[config.mk]
export PLATFORM = sky130hd
export DESIGN_NAME = btadc_queue
export DESIGN_NICKNAME = d
export VERILOG_FILES = /design/src/sv/btadc_pkg.sv /design/src/sv/btadc_queue.sv
export SDC_FILE = /design/constraint.sdc
export NUM_CORES = 1
export LEC_CHECK = 0
export ABC_CLOCK_PERIOD_IN_PS = 4650
export BUFFER_PORTS_ARGS = -buffer_cell sky130_fd_sc_hd__buf_2
export CORE_ASPECT_RATIO = 0.9
export CORE_MARGIN = 3
export CORE_UTILIZATION = 49
export CTS_BUF_LIST = sky130_fd_sc_hd__clkbuf_16
export DETAILED_ROUTE_END_ITERATION = 6
export PLACE_DENSITY = 0.77
export SETUP_SLACK_MARGIN = 0.2
export SLEW_MARGIN = 5
export SYNTH_ARGS = -nofsm -noshare
export SYNTH_HDL_FRONTEND = slang
export SYNTH_SLANG_ARGS = --single-unit
[constraint.sdc]
create_clock -name clk -period 4.65 [get_ports clk]
set_clock_uncertainty 0.2 [all_clocks]
set_input_delay 0 -clock clk [delete_from_list [all_inputs] [get_ports clk]]
set_output_delay 0 -clock clk [all_outputs]
set_load 0.05 [all_outputs]
[src/sv/btadc_pkg.sv]
// ----------------------------------------------------------------------------
// btadc_pkg
// Shared constants, command codes and the queue entry of the row scoring scan.
// ----------------------------------------------------------------------------
`default_nettype none

package btadc_pkg;

	localparam int MAX_CODE_BYTES = 256;
	localparam int BYTE_VALUES    = 256;
	localparam int POS_W          = $clog2(MAX_CODE_BYTES);
	localparam int BYTE_W         = $clog2(BYTE_VALUES);
	localparam int TABLE_DEPTH    = MAX_CODE_BYTES * BYTE_VALUES;
	localparam int ADDR_W         = POS_W + BYTE_W;

	localparam int VALUE_W  = 32;
	localparam int SUM_W    = VALUE_W + POS_W;
	localparam int NORM_W   = 32;
	localparam int FRAC_W   = 16;
	localparam int LO_W     = 32;
	localparam int HI_W     = SUM_W - LO_W;
	localparam int MID_W    = HI_W + NORM_W + 1;
	localparam int SCORE_W  = 48;
	localparam int ROW_W    = 24;
	localparam int CB_W     = 9;
	localparam int EXT_W    = SUM_W - VALUE_W;
	localparam int PAD_W    = SCORE_W - SUM_W;

	localparam int CMD_W      = 2;
	localparam int IN_DATA_W  = 88;
	localparam int OUT_DATA_W = 72;

	localparam int QUEUE_DEPTH = 4;
	localparam int QPTR_W      = $clog2(QUEUE_DEPTH);
	localparam int QLVL_W      = $clog2(QUEUE_DEPTH + 1);

	localparam int APB_ADDR_W = 3;
	localparam int APB_DATA_W = 32;

	localparam logic [SCORE_W-1:0] SCORE_MAX = {1'b0, {(SCORE_W-1){1'b1}}};
	localparam logic [SCORE_W-1:0] SCORE_MIN = {1'b1, {(SCORE_W-1){1'b0}}};

	// register index is the word address bit
	localparam logic REG_CODE_BYTES = 1'b0;
	localparam logic REG_USE_NORMS  = 1'b1;

	typedef enum logic [CMD_W-1:0] {
		CMD_LOAD    = 2'd0,
		CMD_CODE    = 2'd1,
		CMD_RESTART = 2'd2
	} cmd_t;

	typedef struct packed {
		logic [VALUE_W-1:0] value;
		logic [NORM_W-1:0]  norm;
		logic [ROW_W-1:0]   row_id;
		logic               first;
		logic               last;
	} entry_t;

endpackage

`default_nettype wire

[src/sv/btadc_queue.sv]
// ----------------------------------------------------------------------------
// btadc_queue
// Short queue of looked-up code bytes between the front and the back end.
// ----------------------------------------------------------------------------
`default_nettype none

module btadc_queue (
	input  wire logic                          clk,
	input  wire logic                          arst_n,
	input  wire logic                          push,
	input  wire btadc_pkg::entry_t             push_entry,
	input  wire logic                          pop,
	output btadc_pkg::entry_t                  head,
	output logic      [btadc_pkg::QLVL_W-1:0]  level
);

	btadc_pkg::entry_t             mem_q [btadc_pkg::QUEUE_DEPTH];
	logic [btadc_pkg::QPTR_W-1:0]  wr_ptr_q;
	logic [btadc_pkg::QPTR_W-1:0]  rd_ptr_q;
	logic [btadc_pkg::QLVL_W-1:0]  level_q;

	assign head  = mem_q[rd_ptr_q];
	assign level = level_q;

	always_ff @(posedge clk or negedge arst_n) begin
		if (!arst_n) begin
			wr_ptr_q <= '0;
			rd_ptr_q <= '0;
			level_q  <= '0;
		end else begin
			if (push) begin
				wr_ptr_q <= wr_ptr_q + btadc_pkg::QPTR_W'(1);
			end
			if (pop) begin
				rd_ptr_q <= rd_ptr_q + btadc_pkg::QPTR_W'(1);
			end
			if (push && !pop) begin
				level_q <= level_q + btadc_pkg::QLVL_W'(1);
			end else if (pop && !push) begin
				level_q <= level_q - btadc_pkg::QLVL_W'(1);
			end
		end
	end

	always_ff @(posedge clk) begin
		if (push) begin
			mem_q[wr_ptr_q] <= push_entry;
		end
	end

endmodule

`default_nettype wire

==> out/summary.txt <==
status: complete, no violations
period utilization: 0.639
Reg-to-Reg Start: wr_ptr_q[0]
# setup viols final: 0
largest net degree at the start of global routing: 77
Worst slew margin: 0.217
post-place setup slack: 2.04 ns
critical path capture point type: output port
first-pass GRT wire length: 39500 um
setup TNS: 0 ns
Final ANT Viol Nets: 0
non-filler cells, final: 1182
share of cells above drive strength 1: 0.405
syn_area_per_cell: 26.6 um^2
DR WL/cell: 21.1 um
fmax: 337 MHz
Yosys cell types: 16
Post-route DRC: 0
DP Wirelength: 14200 um
Synth area leaders: edfxtp_1 81%, mux4_2 15%, dfrtp_1 1.3%
total wire length: 25000 um
Syn Nets: 602
vias in the first global route: 7046
Setup crit start: rd_ptr_q[1]
Initial DRC Count: 430
MaxCap Viol Count: 0
number of fill cells: 1730
top cell type's share of synthesized area: 0.808
RSZ-0062 raised after global routing: false
Highest Signal Layer: met4
# hold bufs at CTS: 94
minimum clock period: 2.97 ns
DRT Pass-1 Iters: 4
post-route cell area: 16700 um^2
Clock Pin Slew Worst Setup and Hold Paths: 0.06 ns
Longest Clk Path Bufs: 3
yosys warns: 0
Die Wd: 180 um
Mapped Cells: 502
ANT cells: 0
Placed Area: 14700 um^2
Setup crit start kind: flop
gr ovfl total: 0
final hold viol count: 0
CTS Buf Count: 37
Rows: 56
GPL Wtd Cong: 0.713
Leakage: 5.84 nW
Yosys reg bits: 367
area growth from synthesis to final layout: 25.2%
GRT Util Overall: 0.173
Tightest Pin Transition: 1.17 ns
vias per cell: 5.38
dpl cells: 1023
Die Ht: 163 um
Setup WS post-layout: 1.68 ns
arrival time at the worst endpoint: 2.77 ns
met2 wire length: 12900 um
metal1 wirelength: 9810 um
die area: 29300 um^2
post-cts gate resize count: 0
Pwr Density: 702 nW/um^2
nets@finish: 908
via count: 6356
sequential-to-total area share from yosys stat: 0.821
clock sink total: 367
Critical Path RT: 4.45 ns
CP max FO: 68
H-Tree Depth: 2
maximum VDD drop: 0.000527 V
Slew Viols, Final: 0
Hold WC Path Type: input port to flop
Crit Path Category: flop to output port
initial antenna violation count: 0
initial cell density of the core: 0.505
CTS tree: built
Core ar.: 26500 um^2
hold path start: push_entry[66]
Port Buffers: 186
number of top-level pins: 187
Synth area leader: edfxtp_1
Clock Latency Late Sink: 0.50 ns
Post-CTS Setup Inserts: 0
Met3 Wirelength: 1790 um
Root Buffer: clkbuf_16
Mapped Area: 13400 um^2
==> power by group <==
group / total [W] / switching, W / leakage [nW] / internal (W)
registers: 0.00464 / 0.000297 / 3.39 / 0.00434
clock network: 0.00278 / 0.00115 / 0.598 / 0.00162
logic: 0.00434 / 0.00302 / 1.85 / 0.00133
==> critical path, stage by stage, from the launching register on <==
cell,delay [ns]
dfrtp_4,1.07
buf_4,0.48
mux4_2,0.39
buf_2,0.23
==> layout by cell type (no fill, tap or decap), types with 4 or more instances in the layout <==
cell / instances
edfxtp_1: 360
dfrtp_1: 5
inv_1: 14
and2_4: 4
ha_1: 5
clkbuf_16: 39
mux4_2: 90
buf_4: 6
buf_2: 186
clkinv_2: 4
xor2_1: 4
clkinv_1: 7
dlygate4sd3_1: 94
==> synthesized netlist by cell type (all sizes together) <==
cell	number
xor2	4
buf	20
o21ai	1
edfxtp	360
mux2	1
nor2	1
xnor2	2
and2	4
ha	5
fa	1
dfrtp	7
mux4	90
nand2	2
inv	4
==> per-stage QoR <==
stage / hold WS (ns) / util / total power (W)
after floorplan: -0.496 / - / 0.00812
after global placement: -0.358 / 0.554 / 0.00893
after detailed placement: -0.356 / 0.554 / 0.00905
after CTS: 0.0176 / 0.632 / 0.0119
after global routing: 0.0442 / 0.632 / 0.0123
final: 0.0448 / 0.632 / 0.0118
==> layer usage <==
| layer | vias to the layer above | GRT usage |
|---|---|---|
| li1 | 2773 | - |
| met1 | 3292 | 0.227 |
| met2 | 243 | 0.296 |
| met3 | 48 | 0.0418 |
| met4 | 0 | 0.0439 |
| met5 | - | 0 |
==> final timing paths <==
check | end | slack [ns] | cells after the start
max in group asynchronous | rd_ptr_q[0] | 3.67 | 3
worst max-delay path | head[75] | 1.68 | 3
min in group asynchronous | level[2] | 0.28 | 3
worst min register to register | level[2] | 0.28 | 1
worst max register to register | mem_q[2][21] | 2.07 | 4
worst min-delay path | mem_q[0][66] | 0.04 | 2
==> cell type report <==
type                    instances  area [um^2]  area share
clock buffers                  39          976      0.0583
clock inverters                26          169      0.0101
inverters                       4         15.0    0.000896
multi-input cells             111         2220       0.133
flip-flops and latches        367        11000       0.656
well taps                     348          435      0.0260
repair buffers                287         1940       0.116
==> kinds of logic (layout without fill, tap and decap cells) <==
logic type | count (synthesis) | count (layout) | share of synthesized area
multiplexers | 91 | 91 | 0.152
adder cells (fa/ha/maj) | 6 | 6 | 0.00617
flip-flops | 367 | 367 | 0.821
AO/OA/AOI/OAI | 1 | 1 | 0.000374
AND/OR/NAND/NOR | 7 | 7 | 0.00271
XOR/XNOR | 6 | 6 | 0.00393
buffers and inverters | 24 | 356 | 0.0130
==> flip-flops by register name, summed over array words and instances, names as in the netlist <==
name and count:
rd_ptr_q 2, level 3, mem_q 360, wr_ptr_q 2
Note: power is estimated with default switching activity, not from simulation.
