**src/sv/btadc_pkg.sv**
```systemverilog
// ----------------------------------------------------------------------------
// btadc_pkg
// Shared constants, command codes and the queue entry of the row scoring scan.
// ----------------------------------------------------------------------------
`default_nettype none

package btadc_pkg;

	localparam int MAX_CODE_BYTES = 256;
	localparam int BYTE_VALUES    = 256;
	localparam int POS_W          = $clog2(MAX_CODE_BYTES);
	localparam int BYTE_W         = $clog2(BYTE_VALUES);
	localparam int TABLE_DEPTH    = MAX_CODE_BYTES * BYTE_VALUES;
	localparam int ADDR_W         = POS_W + BYTE_W;

	localparam int VALUE_W  = 32;
	localparam int SUM_W    = VALUE_W + POS_W;
	localparam int NORM_W   = 32;
	localparam int FRAC_W   = 16;
	localparam int LO_W     = 32;
	localparam int HI_W     = SUM_W - LO_W;
	localparam int MID_W    = HI_W + NORM_W + 1;
	localparam int SCORE_W  = 48;
	localparam int ROW_W    = 24;
	localparam int CB_W     = 9;
	localparam int EXT_W    = SUM_W - VALUE_W;
	localparam int PAD_W    = SCORE_W - SUM_W;

	localparam int CMD_W      = 2;
	localparam int IN_DATA_W  = 88;
	localparam int OUT_DATA_W = 72;

	localparam int QUEUE_DEPTH = 4;
	localparam int QPTR_W      = $clog2(QUEUE_DEPTH);
	localparam int QLVL_W      = $clog2(QUEUE_DEPTH + 1);

	localparam int APB_ADDR_W = 3;
	localparam int APB_DATA_W = 32;

	localparam logic [SCORE_W-1:0] SCORE_MAX = {1'b0, {(SCORE_W-1){1'b1}}};
	localparam logic [SCORE_W-1:0] SCORE_MIN = {1'b1, {(SCORE_W-1){1'b0}}};

	// register index is the word address bit
	localparam logic REG_CODE_BYTES = 1'b0;
	localparam logic REG_USE_NORMS  = 1'b1;

	typedef enum logic [CMD_W-1:0] {
		CMD_LOAD    = 2'd0,
		CMD_CODE    = 2'd1,
		CMD_RESTART = 2'd2
	} cmd_t;

	typedef struct packed {
		logic [VALUE_W-1:0] value;
		logic [NORM_W-1:0]  norm;
		logic [ROW_W-1:0]   row_id;
		logic               first;
		logic               last;
	} entry_t;

endpackage

`default_nettype wire

```
**src/sv/btadc_back.sv**
```systemverilog
// ----------------------------------------------------------------------------
// btadc_back
// Accumulates row sums, scales finished rows by their norm if use_norms is set,
// floors, saturates and holds the result in the output register.
// ----------------------------------------------------------------------------
`default_nettype none

module btadc_back (
	input  wire logic                                 clk,
	input  wire logic                                 arst_n,
	input  wire btadc_pkg::entry_t                    head,
	input  wire logic [btadc_pkg::QLVL_W-1:0]         level,
	output logic                                      pop,
	input  wire logic                                 use_norms,
	output logic                                      m_tvalid,
	input  wire logic                                 m_tready,
	output logic      [btadc_pkg::OUT_DATA_W-1:0]     m_tdata,
	output logic      [0:0]                           m_tuser
);

	logic                                                   en;
	logic [btadc_pkg::SUM_W-1:0]                            value_ext;
	logic [btadc_pkg::SUM_W-1:0]                            sum;
	logic [btadc_pkg::SUM_W-1:0]                            acc_q;

	logic                                                   valid_s2;
	logic [btadc_pkg::SUM_W-1:0]                            sum_s2;
	logic [btadc_pkg::NORM_W-1:0]                           norm_s2;
	logic [btadc_pkg::ROW_W-1:0]                            row_s2;

	logic                                                   valid_s3;
	logic                                                   neg_s3;
	logic [btadc_pkg::SUM_W-1:0]                            mag_s3;
	logic [btadc_pkg::NORM_W-1:0]                           norm_s3;
	logic [btadc_pkg::ROW_W-1:0]                            row_s3;

	logic                                                   valid_s4;
	logic                                                   neg_s4;
	logic                                                   scale_s4;
	logic [btadc_pkg::SUM_W-1:0]                            mag_s4;
	logic [btadc_pkg::LO_W+btadc_pkg::NORM_W-1:0]           lo_s4;
	logic [btadc_pkg::HI_W+btadc_pkg::NORM_W-1:0]           hi_s4;
	logic [btadc_pkg::ROW_W-1:0]                            row_s4;

	logic [btadc_pkg::MID_W-1:0]                            mid;
	logic [btadc_pkg::SCORE_W-1:0]                          q_next;
	logic                                                   big_next;
	logic                                                   rem_next;

	logic                                                   valid_s5;
	logic                                                   neg_s5;
	logic                                                   big_s5;
	logic                                                   rem_s5;
	logic [btadc_pkg::SCORE_W-1:0]                          q_s5;
	logic [btadc_pkg::ROW_W-1:0]                            row_s5;

	logic [btadc_pkg::SCORE_W-1:0]                          score_next;
	logic                                                   sat_next;

	logic                                                   out_valid_q;
	logic [btadc_pkg::SCORE_W-1:0]                          score_q;
	logic [btadc_pkg::ROW_W-1:0]                            row_q;
	logic                                                   sat_q;

	assign en  = !out_valid_q || m_tready;
	assign pop = en && (level != '0);

	// the first byte of a row starts a fresh sum
	assign value_ext = {{btadc_pkg::EXT_W{head.value[btadc_pkg::VALUE_W-1]}}, head.value};
	assign sum       = head.first ? value_ext : acc_q + value_ext;

	// product of 40-bit magnitude and 32-bit norm, from two partial products
	assign mid = {1'b0, hi_s4}
		+ btadc_pkg::MID_W'(lo_s4[btadc_pkg::LO_W+btadc_pkg::NORM_W-1:btadc_pkg::LO_W]);

	always_comb begin
		if (scale_s4) begin
			big_next = |mid[btadc_pkg::MID_W-1:btadc_pkg::NORM_W];
			q_next   = {mid[btadc_pkg::NORM_W-1:0],
				lo_s4[btadc_pkg::LO_W-1:btadc_pkg::FRAC_W]};
			rem_next = |lo_s4[btadc_pkg::FRAC_W-1:0];
		end else begin
			big_next = 1'b0;
			q_next   = {{btadc_pkg::PAD_W{1'b0}}, mag_s4};
			rem_next = 1'b0;
		end
	end

	// floor of a negative value rounds its magnitude up: -(q+1) is ~q
	always_comb begin
		if (!neg_s5) begin
			sat_next   = big_s5 || q_s5[btadc_pkg::SCORE_W-1];
			score_next = sat_next ? btadc_pkg::SCORE_MAX : q_s5;
		end else begin
			sat_next = big_s5 || (q_s5[btadc_pkg::SCORE_W-1]
				&& ((|q_s5[btadc_pkg::SCORE_W-2:0]) || rem_s5));
			if (sat_next) begin
				score_next = btadc_pkg::SCORE_MIN;
			end else if (rem_s5) begin
				score_next = ~q_s5;
			end else begin
				score_next = -q_s5;
			end
		end
	end

	always_ff @(posedge clk or negedge arst_n) begin
		if (!arst_n) begin
			acc_q       <= '0;
			valid_s2    <= 1'b0;
			valid_s3    <= 1'b0;
			valid_s4    <= 1'b0;
			valid_s5    <= 1'b0;
			out_valid_q <= 1'b0;
		end else begin
			if (pop) begin
				acc_q <= sum;
			end
			if (en) begin
				valid_s2    <= pop && head.last;
				valid_s3    <= valid_s2;
				valid_s4    <= valid_s3;
				valid_s5    <= valid_s4;
				out_valid_q <= valid_s5;
			end
		end
	end

	always_ff @(posedge clk) begin
		if (en) begin
			sum_s2   <= sum;
			norm_s2  <= head.norm;
			row_s2   <= head.row_id;

			neg_s3   <= sum_s2[btadc_pkg::SUM_W-1];
			mag_s3   <= sum_s2[btadc_pkg::SUM_W-1] ? -sum_s2 : sum_s2;
			norm_s3  <= norm_s2;
			row_s3   <= row_s2;

			neg_s4   <= neg_s3;
			scale_s4 <= use_norms;
			mag_s4   <= mag_s3;
			lo_s4    <= {{btadc_pkg::NORM_W{1'b0}}, mag_s3[btadc_pkg::LO_W-1:0]}
				* {{btadc_pkg::LO_W{1'b0}}, norm_s3};
			hi_s4    <= {{btadc_pkg::NORM_W{1'b0}},
				mag_s3[btadc_pkg::SUM_W-1:btadc_pkg::LO_W]}
				* {{btadc_pkg::HI_W{1'b0}}, norm_s3};
			row_s4   <= row_s3;

			neg_s5   <= neg_s4;
			big_s5   <= big_next;
			rem_s5   <= rem_next;
			q_s5     <= q_next;
			row_s5   <= row_s4;

			if (valid_s5) begin
				score_q <= score_next;
				row_q   <= row_s5;
				sat_q   <= sat_next;
			end
		end
	end

	assign m_tvalid   = out_valid_q;
	assign m_tdata    = {row_q, score_q};
	assign m_tuser[0] = sat_q;

endmodule

`default_nettype wire

```
**config.mk**
```make
export PLATFORM = sky130hd
export DESIGN_NAME = btadc_back
export DESIGN_NICKNAME = d
export VERILOG_FILES = /design/src/sv/btadc_pkg.sv /design/src/sv/btadc_back.sv
export SDC_FILE = /design/constraint.sdc
export NUM_CORES = 2
export LEC_CHECK = 0
export BUFFER_PORTS_ARGS = -buffer_cell sky130_fd_sc_hd__buf_2
export CORE_MARGIN = 4
export CORE_UTILIZATION = 47
export CTS_CLUSTER_SIZE = 16
export DETAILED_ROUTE_END_ITERATION = 10
export SLEW_MARGIN = 30
export SYNTH_ARGS = -nofsm -noshare
export SYNTH_HDL_FRONTEND = slang
export SYNTH_SLANG_ARGS = --single-unit
```
**constraint.sdc**
```tcl
create_clock -name clk -period 49.8 [get_ports clk]
set_clock_uncertainty 0.15 [all_clocks]
set_input_delay 9.96 -clock clk [delete_from_list [all_inputs] [get_ports clk]]
set_output_delay 9.96 -clock clk [all_outputs]
set_load 0.05 [all_outputs]
```
==> metrics.yaml <==
number_of_detailed_routing_iterations_run_before_antenna_repair: 5
postCtsSetupRepairBufs: 0
postSynth.asyncResetShare_pct: 8.09
timing.fmax_mhz: 45.4
synth-main-ff-cell: "sky130_fd_sc_hd__edfxtp_1"
synth.top_cell.area_share_pct: 33.4
placed_cells_incl_taps: 7968
synthDistinctLibCells: 78
synth_fp_nets: 7815
h-tree-depth: 2
synth_compound_area_share_pct: 6.76
die-width_um: 379
nNetsFinal: 7821
max-clock-path-buffers: 3
min-delay-path-class: "reg2reg"
synth_common_cells: "1,078 x sky130_fd_sc_hd__fa_1, 1,068 x sky130_fd_sc_hd__inv_1, 794 x sky130_fd_sc_hd__nand2_1"
worst_slew_margin_rel_pct: 37.3
gate_count_of_the_mapped_netlist: 6244
dp.final_hpwl_um: 115000
unrepaired_setup_endpoints_after_global_routing: "false"
insertion_delay_ns: 0.72
yosys_warn_count: 0
synth.ff_latch_count: 556
crit_path_max_fanout: 45
die_span_in_y_um: 379
number_of_clock_sinks: 556
tritoncts_clock_tree: "built"
avgSynthCellArea_um2: 10.3
initial_core_utilization_pct: 47.5
routability_congestion_estimate: 0.870
syn_to_final_growth_pct: 7.17
seq_area_frac_synth_pct: 25.5
largest_family_of_logic_cells_by_synthesized_area: "adder cells"
globalRouteMet2Util_pct: 37.0
setup.worst_path.class: "in2out"
fin_setup_tns_ns: 0
holdBufCountCts: 0
port-buffer-count: 171
final.period_utilization_pct: 44.2
dr.first_iter.drc_count: 2859
pre_cts_slack_ns: 27.72
crit_required_ns: 39.69
antenna_found_initial: 6
groute.layer.met3.usage_pct: 4.60
tritoncts.num_buffers: 61
netlist.top_cell.by_area: "sky130_fd_sc_hd__fa_1"
report.final.setup_viol: 0
hold_violations: 0
floorplan.rows: 135
yosysMostFrequentCell: "sky130_fd_sc_hd__fa_1"
critical_path.startpoint_type: "input pin"
first_pass_grt_wire_length_um: 262000
drcViolationCount: 0
crit_path_end_kind: "output pin"
synthXorXnorAreaFrac_pct: 2.67
run_status: "finished, final reports clean"
hold_ws_ns: 0.209
drt-total-wl_um: 164000
final_cell_count_no_fill: 8083
io_pins: 172
globalRoute.totalOverflow: 0
first_global_vias: 46000
fp.coreArea_um2: 136000
avgViaCountPerCell: 5.42
final_period_minus_worst_setup_slack_ns: 22.03
finalMaxSlewViolations: 0
synth_adder_area_share_pct: 41.1
grt.total_usage_pct: 23.5
via_count: 43800
synth_simple_gate_area_share_pct: 14.8
final_critical_path_setup_slack_ns: 27.77
worst-endpoint-arrival_ns: 11.92
multiplexer_fraction_of_the_synthesized_cell_area_pct: 1.04
ctsRootBufferMaster: "sky130_fd_sc_hd__clkbuf_16"
fp.dieArea_um2: 143000
synth_edf_count: 511
synthesis.area_um2: 64600
globalRouteMet1Util_pct: 33.8
share_of_post_route_cells_with_drive_strength_above_1_pct: 7.00
globalRoute.busiestLayer: "met2"
maxCapViolCount: 0
detailed_route_wire_length_per_cell_um: 20.3
drt.antenna.violating_nets: 0
postCtsResizedCells: 0
worst_pin_slew_ns: 0.932
clk_pin_slew_worst_paths_ns: 0.06
synthTopCellsByArea: "sky130_fd_sc_hd__fa_1 33%, sky130_fd_sc_hd__edfxtp_1 24%, sky130_fd_sc_hd__ha_1 7.7%"
pin_count_of_the_biggest_net_entering_global_routing: 91
filler_cell_count: 12300
metal layers:
layer | part of all wire, % | wire, µm | up-vias
met4 | 2.5 | 4060 | 0
met5 | 0 | 0 | -
met2 | 45 | 74500 | 1486
li1 | - | - | 19700
met3 | 7.6 | 12500 | 256
met1 | 45 | 73100 | 22400
stage by stage:
stage	util, %	instance area [µm²]
2_1_floorplan	-	64600
3_3_place_gp	49.4	67200
3_5_place_dp	49.4	67200
4_1_cts	50.9	69200
5_1_grt	50.9	69200
6_report	50.9	69200
worst max-delay path, stage by stage:
cell	delay, ns
sky130_fd_sc_hd__buf_2	0.08
sky130_fd_sc_hd__nand2b_4	0.10
sky130_fd_sc_hd__buf_4	0.47
sky130_fd_sc_hd__o31ai_4	0.13
sky130_fd_sc_hd__buf_4	0.27
sky130_fd_sc_hd__inv_2	0.07
sky130_fd_sc_hd__buf_4	0.43
sky130_fd_sc_hd__buf_2	0.36
cell type report:
| type | count | area, µm² | area share (%) |
|---|---|---|---|
| multi-input cells | 4297 | 42900 | 62.0 |
| flip-flops and latches | 556 | 16500 | 23.8 |
| inverters | 1070 | 4020 | 5.80 |
| well taps | 1781 | 2230 | 3.22 |
| clock buffers | 81 | 1680 | 2.43 |
| repair buffers | 264 | 1560 | 2.26 |
| clock inverters | 32 | 333 | 0.481 |
| diodes | 2 | 5.00 | 0.00723 |
flip-flops by register name (all words and copies together), names as in the netlist, 40 cells and up:
register and count:
mag_s4 40, lo_s4 64, sum_s2 40, score_q 48
acc_q 40, mag_s3 40, hi_s4 40, q_s5 48
cell families after synthesis:
| group | count (synthesis) |
|---|---|
| xor+xnor | 197 |
| mux | 61 |
| simple gates | 1889 |
| fa+ha+maj | 1474 |
| compound gates | 676 |
| flops | 556 |
| buf+inv | 1391 |
cell usage in the layout (no fill, tap or decap), types with 40 or more instances in the layout:
master | netlist | routed
sky130_fd_sc_hd__fa_1 | 1078 | 1078
sky130_fd_sc_hd__inv_1 | 1068 | 1068
sky130_fd_sc_hd__nand2_1 | 794 | 793
sky130_fd_sc_hd__and2_1 | 737 | 736
sky130_fd_sc_hd__edfxtp_1 | 511 | 511
sky130_fd_sc_hd__ha_1 | 396 | 396
sky130_fd_sc_hd__buf_2 | 2 | 171
sky130_fd_sc_hd__o21ai_0 | 167 | 166
sky130_fd_sc_hd__a21oi_1 | 165 | 165
sky130_fd_sc_hd__xnor2_1 | 139 | 139
sky130_fd_sc_hd__nor2_1 | 111 | 111
sky130_fd_sc_hd__a21o_1 | 109 | 109
sky130_fd_sc_hd__buf_4 | 0 | 91
sky130_fd_sc_hd__clkbuf_16 | 0 | 62
sky130_fd_sc_hd__xor2_1 | 58 | 58
sky130_fd_sc_hd__mux2_2 | 50 | 50
sky130_fd_sc_hd__dfrtp_1 | 45 | 45
sky130_fd_sc_hd__nor3_1 | 40 | 40
worst paths after layout:
path	start	end	depth (start not counted)	slack, ns
max	m_tready	pop	8	27.77
min	row_s3[7]$_DFFE_PN_	row_s4[7]$_DFFE_PN_	0	0.21
max reg2reg	norm_s3[10]$_DFFE_PN_	lo_s4[62]$_DFFE_PN_	26	39.73
min reg2reg	row_s3[7]$_DFFE_PN_	row_s4[7]$_DFFE_PN_	0	0.21
max in group asynchronous	arst_n	acc_q[23]$_DFFE_PN0P_	2	39.83
min in group asynchronous	arst_n	acc_q[38]$_DFFE_PN0P_	2	9.22
Power is left out: the tool's default activity adds up to more than one toggle a clock period on the data nets, which glitch-free logic cannot reach.
