===== config.mk =====
export PLATFORM = sky130hd
export DESIGN_NAME = btadc_front
export DESIGN_NICKNAME = d
export VERILOG_FILES = /design/src/sv/btadc_pkg.sv /design/src/sv/btadc_front.sv
export SDC_FILE = /design/constraint.sdc
export NUM_CORES = 1
export LEC_CHECK = 0
export BUFFER_PORTS_ARGS = -buffer_cell sky130_fd_sc_hd__buf_2
export CAP_MARGIN = 20
export CORE_ASPECT_RATIO = 0.9
export CORE_MARGIN = 3
export CORE_UTILIZATION = 44
export DETAILED_ROUTE_END_ITERATION = 7
export GPL_ROUTABILITY_DRIVEN = 0
export GPL_TIMING_DRIVEN = 0
export PLACE_DENSITY_LB_ADDON = 0.25
export SKIP_LAST_GASP = 1
export SLEW_MARGIN = 20
export SYNTH_ARGS = -nofsm -noshare
export SYNTH_HDL_FRONTEND = slang
export SYNTH_SLANG_ARGS = --single-unit

===== constraint.sdc =====
create_clock -name clk -period 5.85 [get_ports clk]
set_input_delay 1.17 -clock clk [delete_from_list [all_inputs] [get_ports clk]]
set_output_delay 1.17 -clock clk [all_outputs]
set_load 0.005 [all_outputs]

===== src/sv/btadc_pkg.sv =====
// ----------------------------------------------------------------------------
// btadc_pkg
// Shared constants, command codes and the queue entry of the row scoring scan.
// ----------------------------------------------------------------------------
`default_nettype none

package btadc_pkg;

	localparam int MAX_CODE_BYTES = 256;
	localparam int BYTE_VALUES    = 256;
	localparam int POS_W          = $clog2(MAX_CODE_BYTES);
	localparam int BYTE_W         = $clog2(BYTE_VALUES);
	localparam int TABLE_DEPTH    = MAX_CODE_BYTES * BYTE_VALUES;
	localparam int ADDR_W         = POS_W + BYTE_W;

	localparam int VALUE_W  = 32;
	localparam int SUM_W    = VALUE_W + POS_W;
	localparam int NORM_W   = 32;
	localparam int FRAC_W   = 16;
	localparam int LO_W     = 32;
	localparam int HI_W     = SUM_W - LO_W;
	localparam int MID_W    = HI_W + NORM_W + 1;
	localparam int SCORE_W  = 48;
	localparam int ROW_W    = 24;
	localparam int CB_W     = 9;
	localparam int EXT_W    = SUM_W - VALUE_W;
	localparam int PAD_W    = SCORE_W - SUM_W;

	localparam int CMD_W      = 2;
	localparam int IN_DATA_W  = 88;
	localparam int OUT_DATA_W = 72;

	localparam int QUEUE_DEPTH = 4;
	localparam int QPTR_W      = $clog2(QUEUE_DEPTH);
	localparam int QLVL_W      = $clog2(QUEUE_DEPTH + 1);

	localparam int APB_ADDR_W = 3;
	localparam int APB_DATA_W = 32;

	localparam logic [SCORE_W-1:0] SCORE_MAX = {1'b0, {(SCORE_W-1){1'b1}}};
	localparam logic [SCORE_W-1:0] SCORE_MIN = {1'b1, {(SCORE_W-1){1'b0}}};

	// register index is the word address bit
	localparam logic REG_CODE_BYTES = 1'b0;
	localparam logic REG_USE_NORMS  = 1'b1;

	typedef enum logic [CMD_W-1:0] {
		CMD_LOAD    = 2'd0,
		CMD_CODE    = 2'd1,
		CMD_RESTART = 2'd2
	} cmd_t;

	typedef struct packed {
		logic [VALUE_W-1:0] value;
		logic [NORM_W-1:0]  norm;
		logic [ROW_W-1:0]   row_id;
		logic               first;
		logic               last;
	} entry_t;

endpackage

`default_nettype wire


===== src/sv/btadc_front.sv =====
// ----------------------------------------------------------------------------
// btadc_front
// Accepts input words, writes table entries, tracks the byte position and row
// number, issues the table read and pushes each code byte into the queue.
// ----------------------------------------------------------------------------
`default_nettype none

module btadc_front (
	input  wire logic                                 clk,
	input  wire logic                                 arst_n,
	input  wire logic                                 s_tvalid,
	output logic                                      s_tready,
	input  wire logic [btadc_pkg::IN_DATA_W-1:0]      s_tdata,
	input  wire logic [btadc_pkg::CMD_W-1:0]          s_tuser,
	input  wire logic [btadc_pkg::CB_W-1:0]           code_bytes,
	output logic                                      ram_we,
	output logic                                      ram_re,
	output logic      [btadc_pkg::ADDR_W-1:0]         ram_addr,
	output logic      [btadc_pkg::VALUE_W-1:0]        ram_wdata,
	input  wire logic [btadc_pkg::VALUE_W-1:0]        ram_rdata,
	input  wire logic [btadc_pkg::QLVL_W-1:0]         q_level,
	output logic                                      push,
	output btadc_pkg::entry_t                         push_entry
);

	logic [btadc_pkg::BYTE_W-1:0]  table_position;
	logic [btadc_pkg::BYTE_W-1:0]  table_code;
	logic [btadc_pkg::VALUE_W-1:0] table_value;
	logic [btadc_pkg::BYTE_W-1:0]  code;
	logic [btadc_pkg::NORM_W-1:0]  norm;
	btadc_pkg::cmd_t               cmd;

	logic                          accept;
	logic                          is_code;
	logic [btadc_pkg::POS_W-1:0]   last_pos;
	logic                          last_byte;

	logic [btadc_pkg::POS_W-1:0]   byte_pos_q;
	logic [btadc_pkg::ROW_W-1:0]   row_q;
	logic                          valid_s1;
	logic [btadc_pkg::NORM_W-1:0]  norm_s1;
	logic [btadc_pkg::ROW_W-1:0]   row_s1;
	logic                          first_s1;
	logic                          last_s1;

	assign table_position = s_tdata[7:0];
	assign table_code     = s_tdata[15:8];
	assign table_value    = s_tdata[47:16];
	assign code           = s_tdata[55:48];
	assign norm           = s_tdata[87:56];
	assign cmd            = btadc_pkg::cmd_t'(s_tuser);

	// leave room in the queue for the byte still in flight
	assign s_tready = ((btadc_pkg::QLVL_W+1)'(q_level) + (btadc_pkg::QLVL_W+1)'(valid_s1))
		< (btadc_pkg::QLVL_W+1)'(btadc_pkg::QUEUE_DEPTH);
	assign accept  = s_tvalid && s_tready;
	assign is_code = (cmd == btadc_pkg::CMD_CODE);

	// zero counts as one, anything above the maximum as the maximum
	always_comb begin
		if (code_bytes[btadc_pkg::CB_W-1]) begin
			last_pos = {btadc_pkg::POS_W{1'b1}};
		end else if (code_bytes[btadc_pkg::POS_W-1:0] == '0) begin
			last_pos = '0;
		end else begin
			last_pos = code_bytes[btadc_pkg::POS_W-1:0] - btadc_pkg::POS_W'(1);
		end
	end
	assign last_byte = (byte_pos_q >= last_pos);

	assign ram_we    = accept && (cmd == btadc_pkg::CMD_LOAD);
	assign ram_re    = accept && is_code;
	assign ram_wdata = table_value;
	assign ram_addr  = (cmd == btadc_pkg::CMD_LOAD) ? {table_position, table_code}
		: {byte_pos_q, code};

	always_ff @(posedge clk or negedge arst_n) begin
		if (!arst_n) begin
			byte_pos_q <= '0;
			row_q      <= '0;
			valid_s1   <= 1'b0;
		end else begin
			valid_s1 <= accept && is_code;
			if (accept) begin
				case (cmd)
					btadc_pkg::CMD_CODE: begin
						if (last_byte) begin
							byte_pos_q <= '0;
							row_q      <= row_q + btadc_pkg::ROW_W'(1);
						end else begin
							byte_pos_q <= byte_pos_q + btadc_pkg::POS_W'(1);
						end
					end
					btadc_pkg::CMD_RESTART: begin
						byte_pos_q <= '0;
						row_q      <= '0;
					end
					default: begin
					end
				endcase
			end
		end
	end

	always_ff @(posedge clk) begin
		if (accept && is_code) begin
			norm_s1  <= norm;
			row_s1   <= row_q;
			first_s1 <= (byte_pos_q == '0);
			last_s1  <= last_byte;
		end
	end

	// table data arrives in the cycle after the read
	assign push              = valid_s1;
	assign push_entry.value  = ram_rdata;
	assign push_entry.norm   = norm_s1;
	assign push_entry.row_id = row_s1;
	assign push_entry.first  = first_s1;
	assign push_entry.last   = last_s1;

endmodule

`default_nettype wire


==> impl_summary.md, run 1 <==
Run status
The run finished with clean final reports.

Floorplanning
Measured along the x axis, the die boundary spans 114 um. The floorplan step defined a die boundary enclosing 11,900 um^2. The area inside the core boundary is 10000 um^2. The initial utilization of the core area, before any placement, comes to 0.466. During I/O placement, the number of pins put on the boundary was 279. The cell row count is 34. Measured along the y axis, the die boundary spans 104 um.

Timing
The upper clock frequency limit is 235 MHz. For the pin with the worst max-slew slack, the measured transition is 0.794 ns. The clock arrives with 0.00675 ns of skew. Setup repair after global routing left no endpoint under its margin. In the finished design, the share of the clock period the worst path needs comes to 0.727. The post-route worst setup slack is 1.60 ns. The worst path in the final design needs a cycle of 4.25 ns, including I/O delays and setup. The final-report setup violation count is 0. The worst pin sits at a relative slew slack of 0.469. The number of hold violations in the final report is 0. The total count of max-transition violations in the final report is 0. The sum of negative setup slack is 0 ns.

Routing
The remaining routing DRC violations is 0. In the final routed layout, each cell accounts on average for 15.9 um. The first-pass detailed-route iteration total is 4.

The first routing iteration left 221 violations. The count of nets left with antenna violations once routing finished came out at 0. The number of vias after detailed routing is 3,904.

Summed over all layers, the routed wires come to 12,100 um. The number of vias per cell is 5.13.

Setup path
The endpoint arrival time on the critical path is 3.08 ns. Walking the worst path, the cells encountered are buf_2 -> a31oi_2 -> nand2_1 -> nor2_4 -> buf_16 -> buf_16 -> buf_2. The sum of buffers and inverters on the critical path is 4. In this design, the stage delay of the slowest critical-path cell is 0.66 ns.

In this design, the largest share of critical-path delay is due to simple AND/OR/NAND/NOR gates. For the worst setup path, the data required time is 4.68 ns. The largest fanout on the critical path is 24. The reg2reg setup slack is 3.39 ns. STA classifies the critical path endpoint as an output port.

The critical path starts at q_level[0]. In this run the critical register-to-register path is launched from byte_pos_q[2]. For this design, the slowest cell found on the critical path is sky130_fd_sc_hd__nor2_4. The kind of critical path is input pin to output port. The element type at the critical path start is an input pin.

Yosys
By count the netlist is led by 68 x sky130_fd_sc_hd__buf_4, 58 x sky130_fd_sc_hd__edfxtp_1, 33 x sky130_fd_sc_hd__dfrtp_1. The number of cells produced by synthesis is 404. The number of flops mapped to enable cells by yosys is 58. The area share of the leading cell type in the synthesized netlist is 0.374. The largest area contributor in the synthesized netlist is sky130_fd_sc_hd__edfxtp_1. The number of warnings printed during yosys synthesis is 0. After synthesis the netlist holds a flip-flop and latch count of 91. Ranked by total cell area, the synthesized netlist is headed by sky130_fd_sc_hd__edfxtp_1 37%, sky130_fd_sc_hd__dfrtp_1 18%, sky130_fd_sc_hd__buf_4 11%. The mean instance size in the synthesized netlist is 11.5 um^2.

Synthesis instantiated 52 different standard cells from the library. The number of nets in the synthesized netlist is 556. Of the synthesized area, sequential elements account for 0.551. After synthesis the cells add up to 4660 um^2. The share of synthesized flip-flops with an asynchronous set or reset is 0.363. Yosys instantiated no cell more often than sky130_fd_sc_hd__buf_4. For this run, the leading register cell type out of synthesis is sky130_fd_sc_hd__edfxtp_1.

Job
The max capacitance violation total is 0.

Global route
The number of antenna violations at the first check in global routing is 0. The first global-routing pass estimated 18,800 um of wire. Entering global routing, the biggest net connects 34 pins. The number of global-route vias before repair is 3,859.

The residual overflow from global routing is 0. Across every metal layer, demand over resource in global routing totals 0.196.

Pwr
Of the total power, the share spent switching nets is 0.255. The net switching power is 0.388 mW. The internal power is 1.13 mW. The fraction of power consumed by the clock network is 0.359. The share of total power dissipated in sequential elements is 0.488. Dividing total power by cell area gives a power density of 244 nW/um^2. Of the total power, combinational logic draws 0.153.

Overall power consumption after layout is estimated at 1.52 mW. Summed over all cells, the static leakage comes to 2.93 nW. The worst-case IR drop observed on VDD is 0.207 mV.

Place
The placed wire-length estimate after detailed placement is 9440 um. Buffers placed on the I/O ports in this run total 213. The post-place setup slack is 1.31 ns.

Clocking
The CTS tree is built. The clock root buffer is sky130_fd_sc_hd__clkbuf_16. The number of buffers added to fix hold violations after cts is 0. The insertion delay of the later-clocked pin in the worst-skew pair is 0.34 ns. TritonCTS created 9 clock buffers. The maximum clock insertion buffer count is 2. The H-tree was split into 3 levels.

After clock tree synthesis, the repair step resized 0 gates. The clock sink total is 91. The post-CTS setup-driven buffer insertion count is 0. The clock-pin slew of the registers on the worst-case setup and hold paths is 0.07 ns.

Finish
Of the cells placed in the final design, the portion with a size suffix greater than 1 is 0.510. The number of nets at the end of the flow is 782. The layout filler cell count is 825. In the final layout, the multi-input gates occupy 1490 um^2. The layout-stage area growth over the synthesis result is 33.8%. Registers take 2570 um^2. The antenna cell count is 0. The utilization after layout is 0.623.

Min path
The tightest min-delay check is of the flop to flop type. The worst hold path begins at row_q[3].
## registers in the layout (all words and copies together), names as in the netlist
register and flops:
first_s1 1, row_s1 24, norm_s1 32, byte_pos_q 8, push 1, row_q 24, last_s1 1
## metal layers
metal | part of all wire | GRT usage | wire [um]
met4 | 0.010 | 0.0458 | 124
met2 | 0.50 | 0.338 | 6030
met5 | 0 | 0 | 0
met1 | 0.40 | 0.247 | 4850
met3 | 0.089 | 0.0466 | 1080
## power groups by stage
stage | registers [mW] | logic (mW) | clock network (mW)
after floorplan | 0.747 | 0.132 | 0
after global placement | 0.754 | 0.223 | 0
after detailed placement | 0.754 | 0.234 | 0
after CTS | 0.741 | 0.236 | 0.559
after global routing | 0.745 | 0.262 | 0.583
final | 0.742 | 0.233 | 0.546
## layout make-up
| type | count | area share |
|---|---|---|
| Multi-Input combinational cell | 221 | 0.238 |
| Buffer | 83 | 0.0928 |
| Clock buffer | 9 | 0.0362 |
| Timing Repair Buffer | 215 | 0.180 |
| Sequential cell | 91 | 0.412 |
| Tap cell | 126 | 0.0253 |
| Clock inverter | 7 | 0.00984 |
| Inverter | 9 | 0.00542 |
## metrics by stage
| step | cell area (um^2) | instances | hold WS (ns) |
|---|---|---|---|
| 2_1_floorplan | 4660 | 404 | 0.426 |
| 3_3_place_gp | 5880 | 743 | 0.442 |
| 3_5_place_dp | 5940 | 745 | 0.444 |
| 4_1_cts | 6230 | 761 | 0.461 |
| 5_1_grt | 6230 | 761 | 0.480 |
| 6_report | 6230 | 761 | 0.456 |
## cells by family after synthesis
group,count (synthesis),synth area share
AND/OR/NAND/NOR,100,0.115
AO/OA/AOI/OAI,84,0.113
XOR/XNOR,8,0.0150
buffers and inverters,92,0.131
multiplexers,14,0.0339
adder cells (fa/ha/maj),15,0.0403
flip-flops,91,0.551
## cells in the final DEF, fill, tap and decap left out, types with 3 or more instances in the layout
cell                        instances
sky130_fd_sc_hd__a21oi_1           15
sky130_fd_sc_hd__a31oi_1            7
sky130_fd_sc_hd__and2_1             3
sky130_fd_sc_hd__and3_1            11
sky130_fd_sc_hd__buf_2            216
sky130_fd_sc_hd__buf_4             68
sky130_fd_sc_hd__clkbuf_1           9
sky130_fd_sc_hd__clkbuf_16          9
sky130_fd_sc_hd__dfrtp_1           33
sky130_fd_sc_hd__edfxtp_1          58
sky130_fd_sc_hd__ha_1              15
sky130_fd_sc_hd__inv_1              9
sky130_fd_sc_hd__inv_6              3
sky130_fd_sc_hd__mux2_2            14
sky130_fd_sc_hd__nand2_1           24
sky130_fd_sc_hd__nand2b_1           4
sky130_fd_sc_hd__nand3_1            9
sky130_fd_sc_hd__nand4_1            5
sky130_fd_sc_hd__nor2_1            16
sky130_fd_sc_hd__nor3_1             6
sky130_fd_sc_hd__nor4_1             4
sky130_fd_sc_hd__o21ai_0           29
sky130_fd_sc_hd__o21ai_1            3
sky130_fd_sc_hd__o31ai_1           10
sky130_fd_sc_hd__o41ai_1            4
sky130_fd_sc_hd__or3_1              3
sky130_fd_sc_hd__xnor2_1            3
sky130_fd_sc_hd__xor2_1             5
## final timing paths
kind / to / depth (start not counted)
worst max-delay path: ram_re / 7
worst min-delay path: row_s1[3] / 0
worst max register to register: row_q[18] / 8
worst min register to register: row_s1[3] / 0
max in group asynchronous: byte_pos_q[3] / 1
min in group asynchronous: row_q[18] / 1
No activity file was read; power rests on OpenSTA's default activity.
==> inputs of run 2 (changes only) <==
--- a/config.mk
+++ b/config.mk
@@ -5,11 +5,12 @@
 export SDC_FILE = /design/constraint.sdc
 export NUM_CORES = 1
 export LEC_CHECK = 0
+export ABC_AREA = 1
 export BUFFER_PORTS_ARGS = -buffer_cell sky130_fd_sc_hd__buf_2
 export CAP_MARGIN = 20
 export CORE_ASPECT_RATIO = 0.9
 export CORE_MARGIN = 3
-export CORE_UTILIZATION = 44
+export CORE_UTILIZATION = 41
 export DETAILED_ROUTE_END_ITERATION = 7
 export GPL_ROUTABILITY_DRIVEN = 0
 export GPL_TIMING_DRIVEN = 0
==> constraint.sdc (replaced) <==
create_clock -name clk -period 3.61 [get_ports clk]
set_input_delay 0.722 -clock clk [delete_from_list [all_inputs] [get_ports clk]]
set_output_delay 0.722 -clock clk [all_outputs]
set_load 0.005 [all_outputs]
==> run 2 against run 1 <==
Net effect: sequential power increased by 66%; sequential cell count stayed put; sequential share of layout area fell by 3.4 points; hold slack better by 0.018 ns; critical path type is now input pin to flop; global-route usage down 1.5 points; count of clock-buffer cells in the layout unchanged; clock skew grew 0.00058 ns; register-to-register slack lost 1.8 ns; synthesized area up 9.9%; largest cell class unchanged; wire length grew 5.4%.
==> impl_summary.md, run 2 <==
Floorplanning
The number of I/O pins is 279. The floorplan step defined a core boundary enclosing 12,100 um^2. The floorplan has 38 rows. The die is 124 um wide.

The total die area is 13,900 um^2. The initial utilization of the core area, before any placement, comes to 0.422. The vertical extent of the die is 112 um.

Clocking
The tree built by TritonCTS fans out to 91 sinks. Hold repair after CTS inserted 0 buffers. The number of H-tree branching levels is 3. Once the clock tree was built, the setup fixing pass inserted 0 buffers. The maximum clock insertion buffer count is 2. The number of buffers created by CTS is 9.

The insertion delay of the later-clocked pin in the worst-skew pair is 0.33 ns. TritonCTS built the clock tree. The clock-pin slew of the registers on the worst-case setup and hold paths is 0.07 ns. The clock root buffer is sky130_fd_sc_hd__clkbuf_16. Once the clock tree was built, the resizer swapped 0 gates to a different size.

Finish
The number of nets at the end of the flow is 936. After the flow finishes, the layout carries non-filler instances totaling 949. The layout-stage area growth over the synthesis result is 32.7%. With fillers left out, the area of the finished cells amounts to 6790 um^2. The share of post-route cells with drive strength above 1 is 0.440. Registers take 2570 um^2. The number of antenna diodes in the final layout is 0.

The layout filler cell count is 1,111. The flip-flop count of the largest register, all copies and words added is 32. The most flop-heavy register is norm_s1. The top cell types in the final layout, fill and taps aside, are 214 x sky130_fd_sc_hd__buf_2, 143 x sky130_fd_sc_hd__nand2_1, 69 x sky130_fd_sc_hd__buf_4, 58 x sky130_fd_sc_hd__edfxtp_1, 43 x sky130_fd_sc_hd__inv_1. In the final layout, the registers with the most flip-flops are norm_s1 x32, row_q x24, row_s1 x24.

The area of combinational cells with multiple inputs is 1810 um^2. Leaving out fill and tap cells, the most frequent cell in the layout is sky130_fd_sc_hd__buf_2.

Min path
The min-delay analysis places its worst path in the category input pin to async pin.

Place
Detailed placement ended at an HPWL of 10,100 um. The total placed instance area is 6440 um^2. Timing analysis after detailed placement gives a worst setup slack of 0.133 ns. The total instance count after detailed placement is 933. The number of port buffers is 214.

Pwr
After layout, the design draws a total of 2.74 mW. Dividing total power by cell area gives a power density of 403 nW/um^2. The net switching power is 0.678 mW. The worst voltage drop across the vdd grid is 0.192 mV. In this run the static leakage power is 3.31 nW.

Internal power comes to 2.06 mW. The part of the total power dissipated in combinational logic is 0.157. The share of total power dissipated in the clock network is 0.393. Of the total power, the share spent switching nets is 0.247. The fraction of power consumed by sequential logic is 0.450.

Timing
The upper clock frequency limit is 320 MHz. Setup repair after global routing left no endpoint under its margin. In the finished design, the share of the clock period the worst path needs comes to 0.866. The worst slack on hold paths is 0.474 ns. Subtracting the final worst setup slack from the clock period gives 3.12 ns. The number of hold violations in the final report is 0. Setup violations remaining at the end of the flow were counted as 0. The setup skew after layout is 0.00733 ns. The post-route worst setup slack is 0.485 ns.

The total count of max-transition violations in the final report is 0. The actual slew at the worst max-slew pin is 0.790 ns. In this run the tightest slew margin relative to its limit is 0.474.

Yosys
The most instantiated library cell after synthesis is sky130_fd_sc_hd__nand2_1. When the netlist entered floorplanning its net count stood at 709. The number of cells produced by synthesis is 557. The cell area that synthesis handed to floorplanning was 5120 um^2. The sequential element share of the synthesized area is 0.502. The flip-flop and latch count after synthesis is 91. By area the synthesized netlist is led by sky130_fd_sc_hd__edfxtp_1 34%, sky130_fd_sc_hd__dfrtp_1 16%, sky130_fd_sc_hd__nand2_1 10%. The share of cell area taken by muxes after synthesis is 0. The commonest cells after synthesis are 143 x sky130_fd_sc_hd__nand2_1, 69 x sky130_fd_sc_hd__buf_4, 58 x sky130_fd_sc_hd__edfxtp_1. Yosys printed 0 warnings. The main flop type after synthesis is sky130_fd_sc_hd__edfxtp_1. The simple logic cell fraction of the synthesized area is 0.236. The mean instance size in the synthesized netlist is 9.19 um^2.

After synthesis, the share of flip-flops with an asynchronous set or reset is 0.363. The synthesized design contains 58 enable-type register cells. The largest area contributor in the synthesized netlist is sky130_fd_sc_hd__edfxtp_1. The area share of xor/xnor cells in the synthesized design is 0.0171. The area share of the leading cell type in the synthesized netlist is 0.340.

The fraction of the mapped netlist area in compound gates came to 0.0616. After synthesis, the largest family of logic cells by area is simple AND/OR/NAND/NOR gates. The distinct cell type count of the synthesized netlist is 36.

Of the total synthesized cell area, the portion taken by full adders, half adders and majority gates is 0.0367.

Routing
The remaining routing DRC violations is 0. The number of vias per cell is 4.71. For this run, the detailed router's first-pass iteration total came to 4. In the final routed layout, each cell accounts on average for 13.4 um. After the first detailed-routing iteration, the DRC count stood at 292. In this run the remaining antenna-violating nets after routing total 0. The number of vias after detailed routing is 4,466. The total wire length is 12,700 um.

Global route
The number of global-route vias before repair is 4,356. The first global-routing pass estimated 20,300 um of wire. In the global route stage, overall resource usage came out at 0.181.

The global routing usage on met3 is 0.0386. After global routing, the most crowded layer is met2. Entering global routing, the biggest net connects 34 pins. The number of antenna violations at the first check in global routing is 0. The residual overflow from global routing is 0. For met2 alone, demand over resource in global routing was 0.298.

For this run, global-route usage on met1 was measured as 0.239.

Setup path
The reg2reg setup slack is 1.58 ns. Counting cells, the worst reg-to-reg path comes to 10. In this run the critical register-to-register path is launched from byte_pos_q[2]. Data arrives at the worst endpoint at 3.32 ns. Of all nets on the critical path, the largest fanout is 10. The sort of element at the end of the critical path is a flop. The element type at the critical path start is an input pin. The end of the worst register-to-register path is row_q[0]. The data required time at the worst endpoint is 3.80 ns. The kind of critical path is input pin to flop.

Run status
The run finished with clean final reports.

Job
The max capacitance violation total is 0.
==> run 2: changes by cell type in the layout (fill, tap and decap cells not counted), moves of 11 or more <==
cell,before,now
sky130_fd_sc_hd__and3_1,11,0
sky130_fd_sc_hd__inv_1,9,43
sky130_fd_sc_hd__mux2_2,14,0
sky130_fd_sc_hd__nand2_1,24,143
sky130_fd_sc_hd__nand3_1,9,33
sky130_fd_sc_hd__nor2_1,16,29
sky130_fd_sc_hd__o21ai_0,29,18
sky130_fd_sc_hd__o21ai_1,3,14
==> run 2: worst max-delay path by stage <==
stage / slack (ns) / from / end / depth (start not counted)
finish: 0.49 / code_bytes[0] / row_q[0] / 18
global route: 0.20 / code_bytes[1] / row_q[0] / 19
CTS: 0.48 / code_bytes[0] / row_q[0] / 18
detailed placement: 0.13 / code_bytes[0] / row_q[0] / 18
global placement: -0.79 / s_tuser[1] / ram_re / 6
floorplan: 0.34 / s_tuser[1] / ram_re / 4
==> run 2: per-layer routing <==
layer  up-vias  wire length [um]
li1       2221                 -
met1      2027              5450
met2       205              6030
met3        13              1090
met4         0               154
met5         -                 0
==> run 2: power by group through the flow <==
| stage | registers [mW] | logic, mW | clock network [mW] |
|---|---|---|---|
| 2_1_floorplan | 1.24 | 0.257 | 0 |
| 3_3_place_gp | 1.25 | 0.413 | 0 |
| 3_5_place_dp | 1.26 | 0.433 | 0 |
| 4_1_cts | 1.23 | 0.436 | 1.10 |
| 5_1_grt | 1.25 | 0.490 | 1.14 |
| 6_report | 1.23 | 0.429 | 1.08 |
==> run 2: stage by stage <==
stage	setup TNS [ns]	utilization
floorplan	0	-
global placement	-8.43	0.527
detailed placement	0	0.532
CTS	0	0.560
global route	0	0.560
finish	0	0.560
==> run 2: worst max-delay path: stages <==
cell and delay (ns):
sky130_fd_sc_hd__buf_2 0.10, sky130_fd_sc_hd__inv_1 0.06, sky130_fd_sc_hd__ha_1 0.18, sky130_fd_sc_hd__nand2_1 0.06, sky130_fd_sc_hd__nor2_1 0.21, sky130_fd_sc_hd__nand2_1 0.16
sky130_fd_sc_hd__nor3_1 0.29, sky130_fd_sc_hd__o21ai_0 0.17, sky130_fd_sc_hd__ha_1 0.29, sky130_fd_sc_hd__nand2_1 0.06, sky130_fd_sc_hd__nor2_1 0.05, sky130_fd_sc_hd__nor2_1 0.08
sky130_fd_sc_hd__nand2_1 0.06, sky130_fd_sc_hd__nand2_1 0.11, sky130_fd_sc_hd__nand3_1 0.08, sky130_fd_sc_hd__nand2_1 0.10, sky130_fd_sc_hd__clkbuf_1 0.37, sky130_fd_sc_hd__o21ai_0 0.16
==> run 2: kinds of logic (layout without fill, tap and decap cells) <==
family	after synthesis	in the layout
and+or+nand+nor	260	260
buffers and inverters	125	357
DFF	91	91
AOI/OAI and AO/OA	56	56
adders and majority gates	15	15
xor gates and xnor gates	10	10
==> run 2: area by class of cell <==
class	count	share of cell area
flip-flops and latches	91	0.378
multi-input cells	341	0.266
repair buffers	216	0.165
plain buffers	76	0.0834
clock buffers	9	0.0332
well taps	160	0.0295
inverters	49	0.0271
clock inverters	7	0.0181
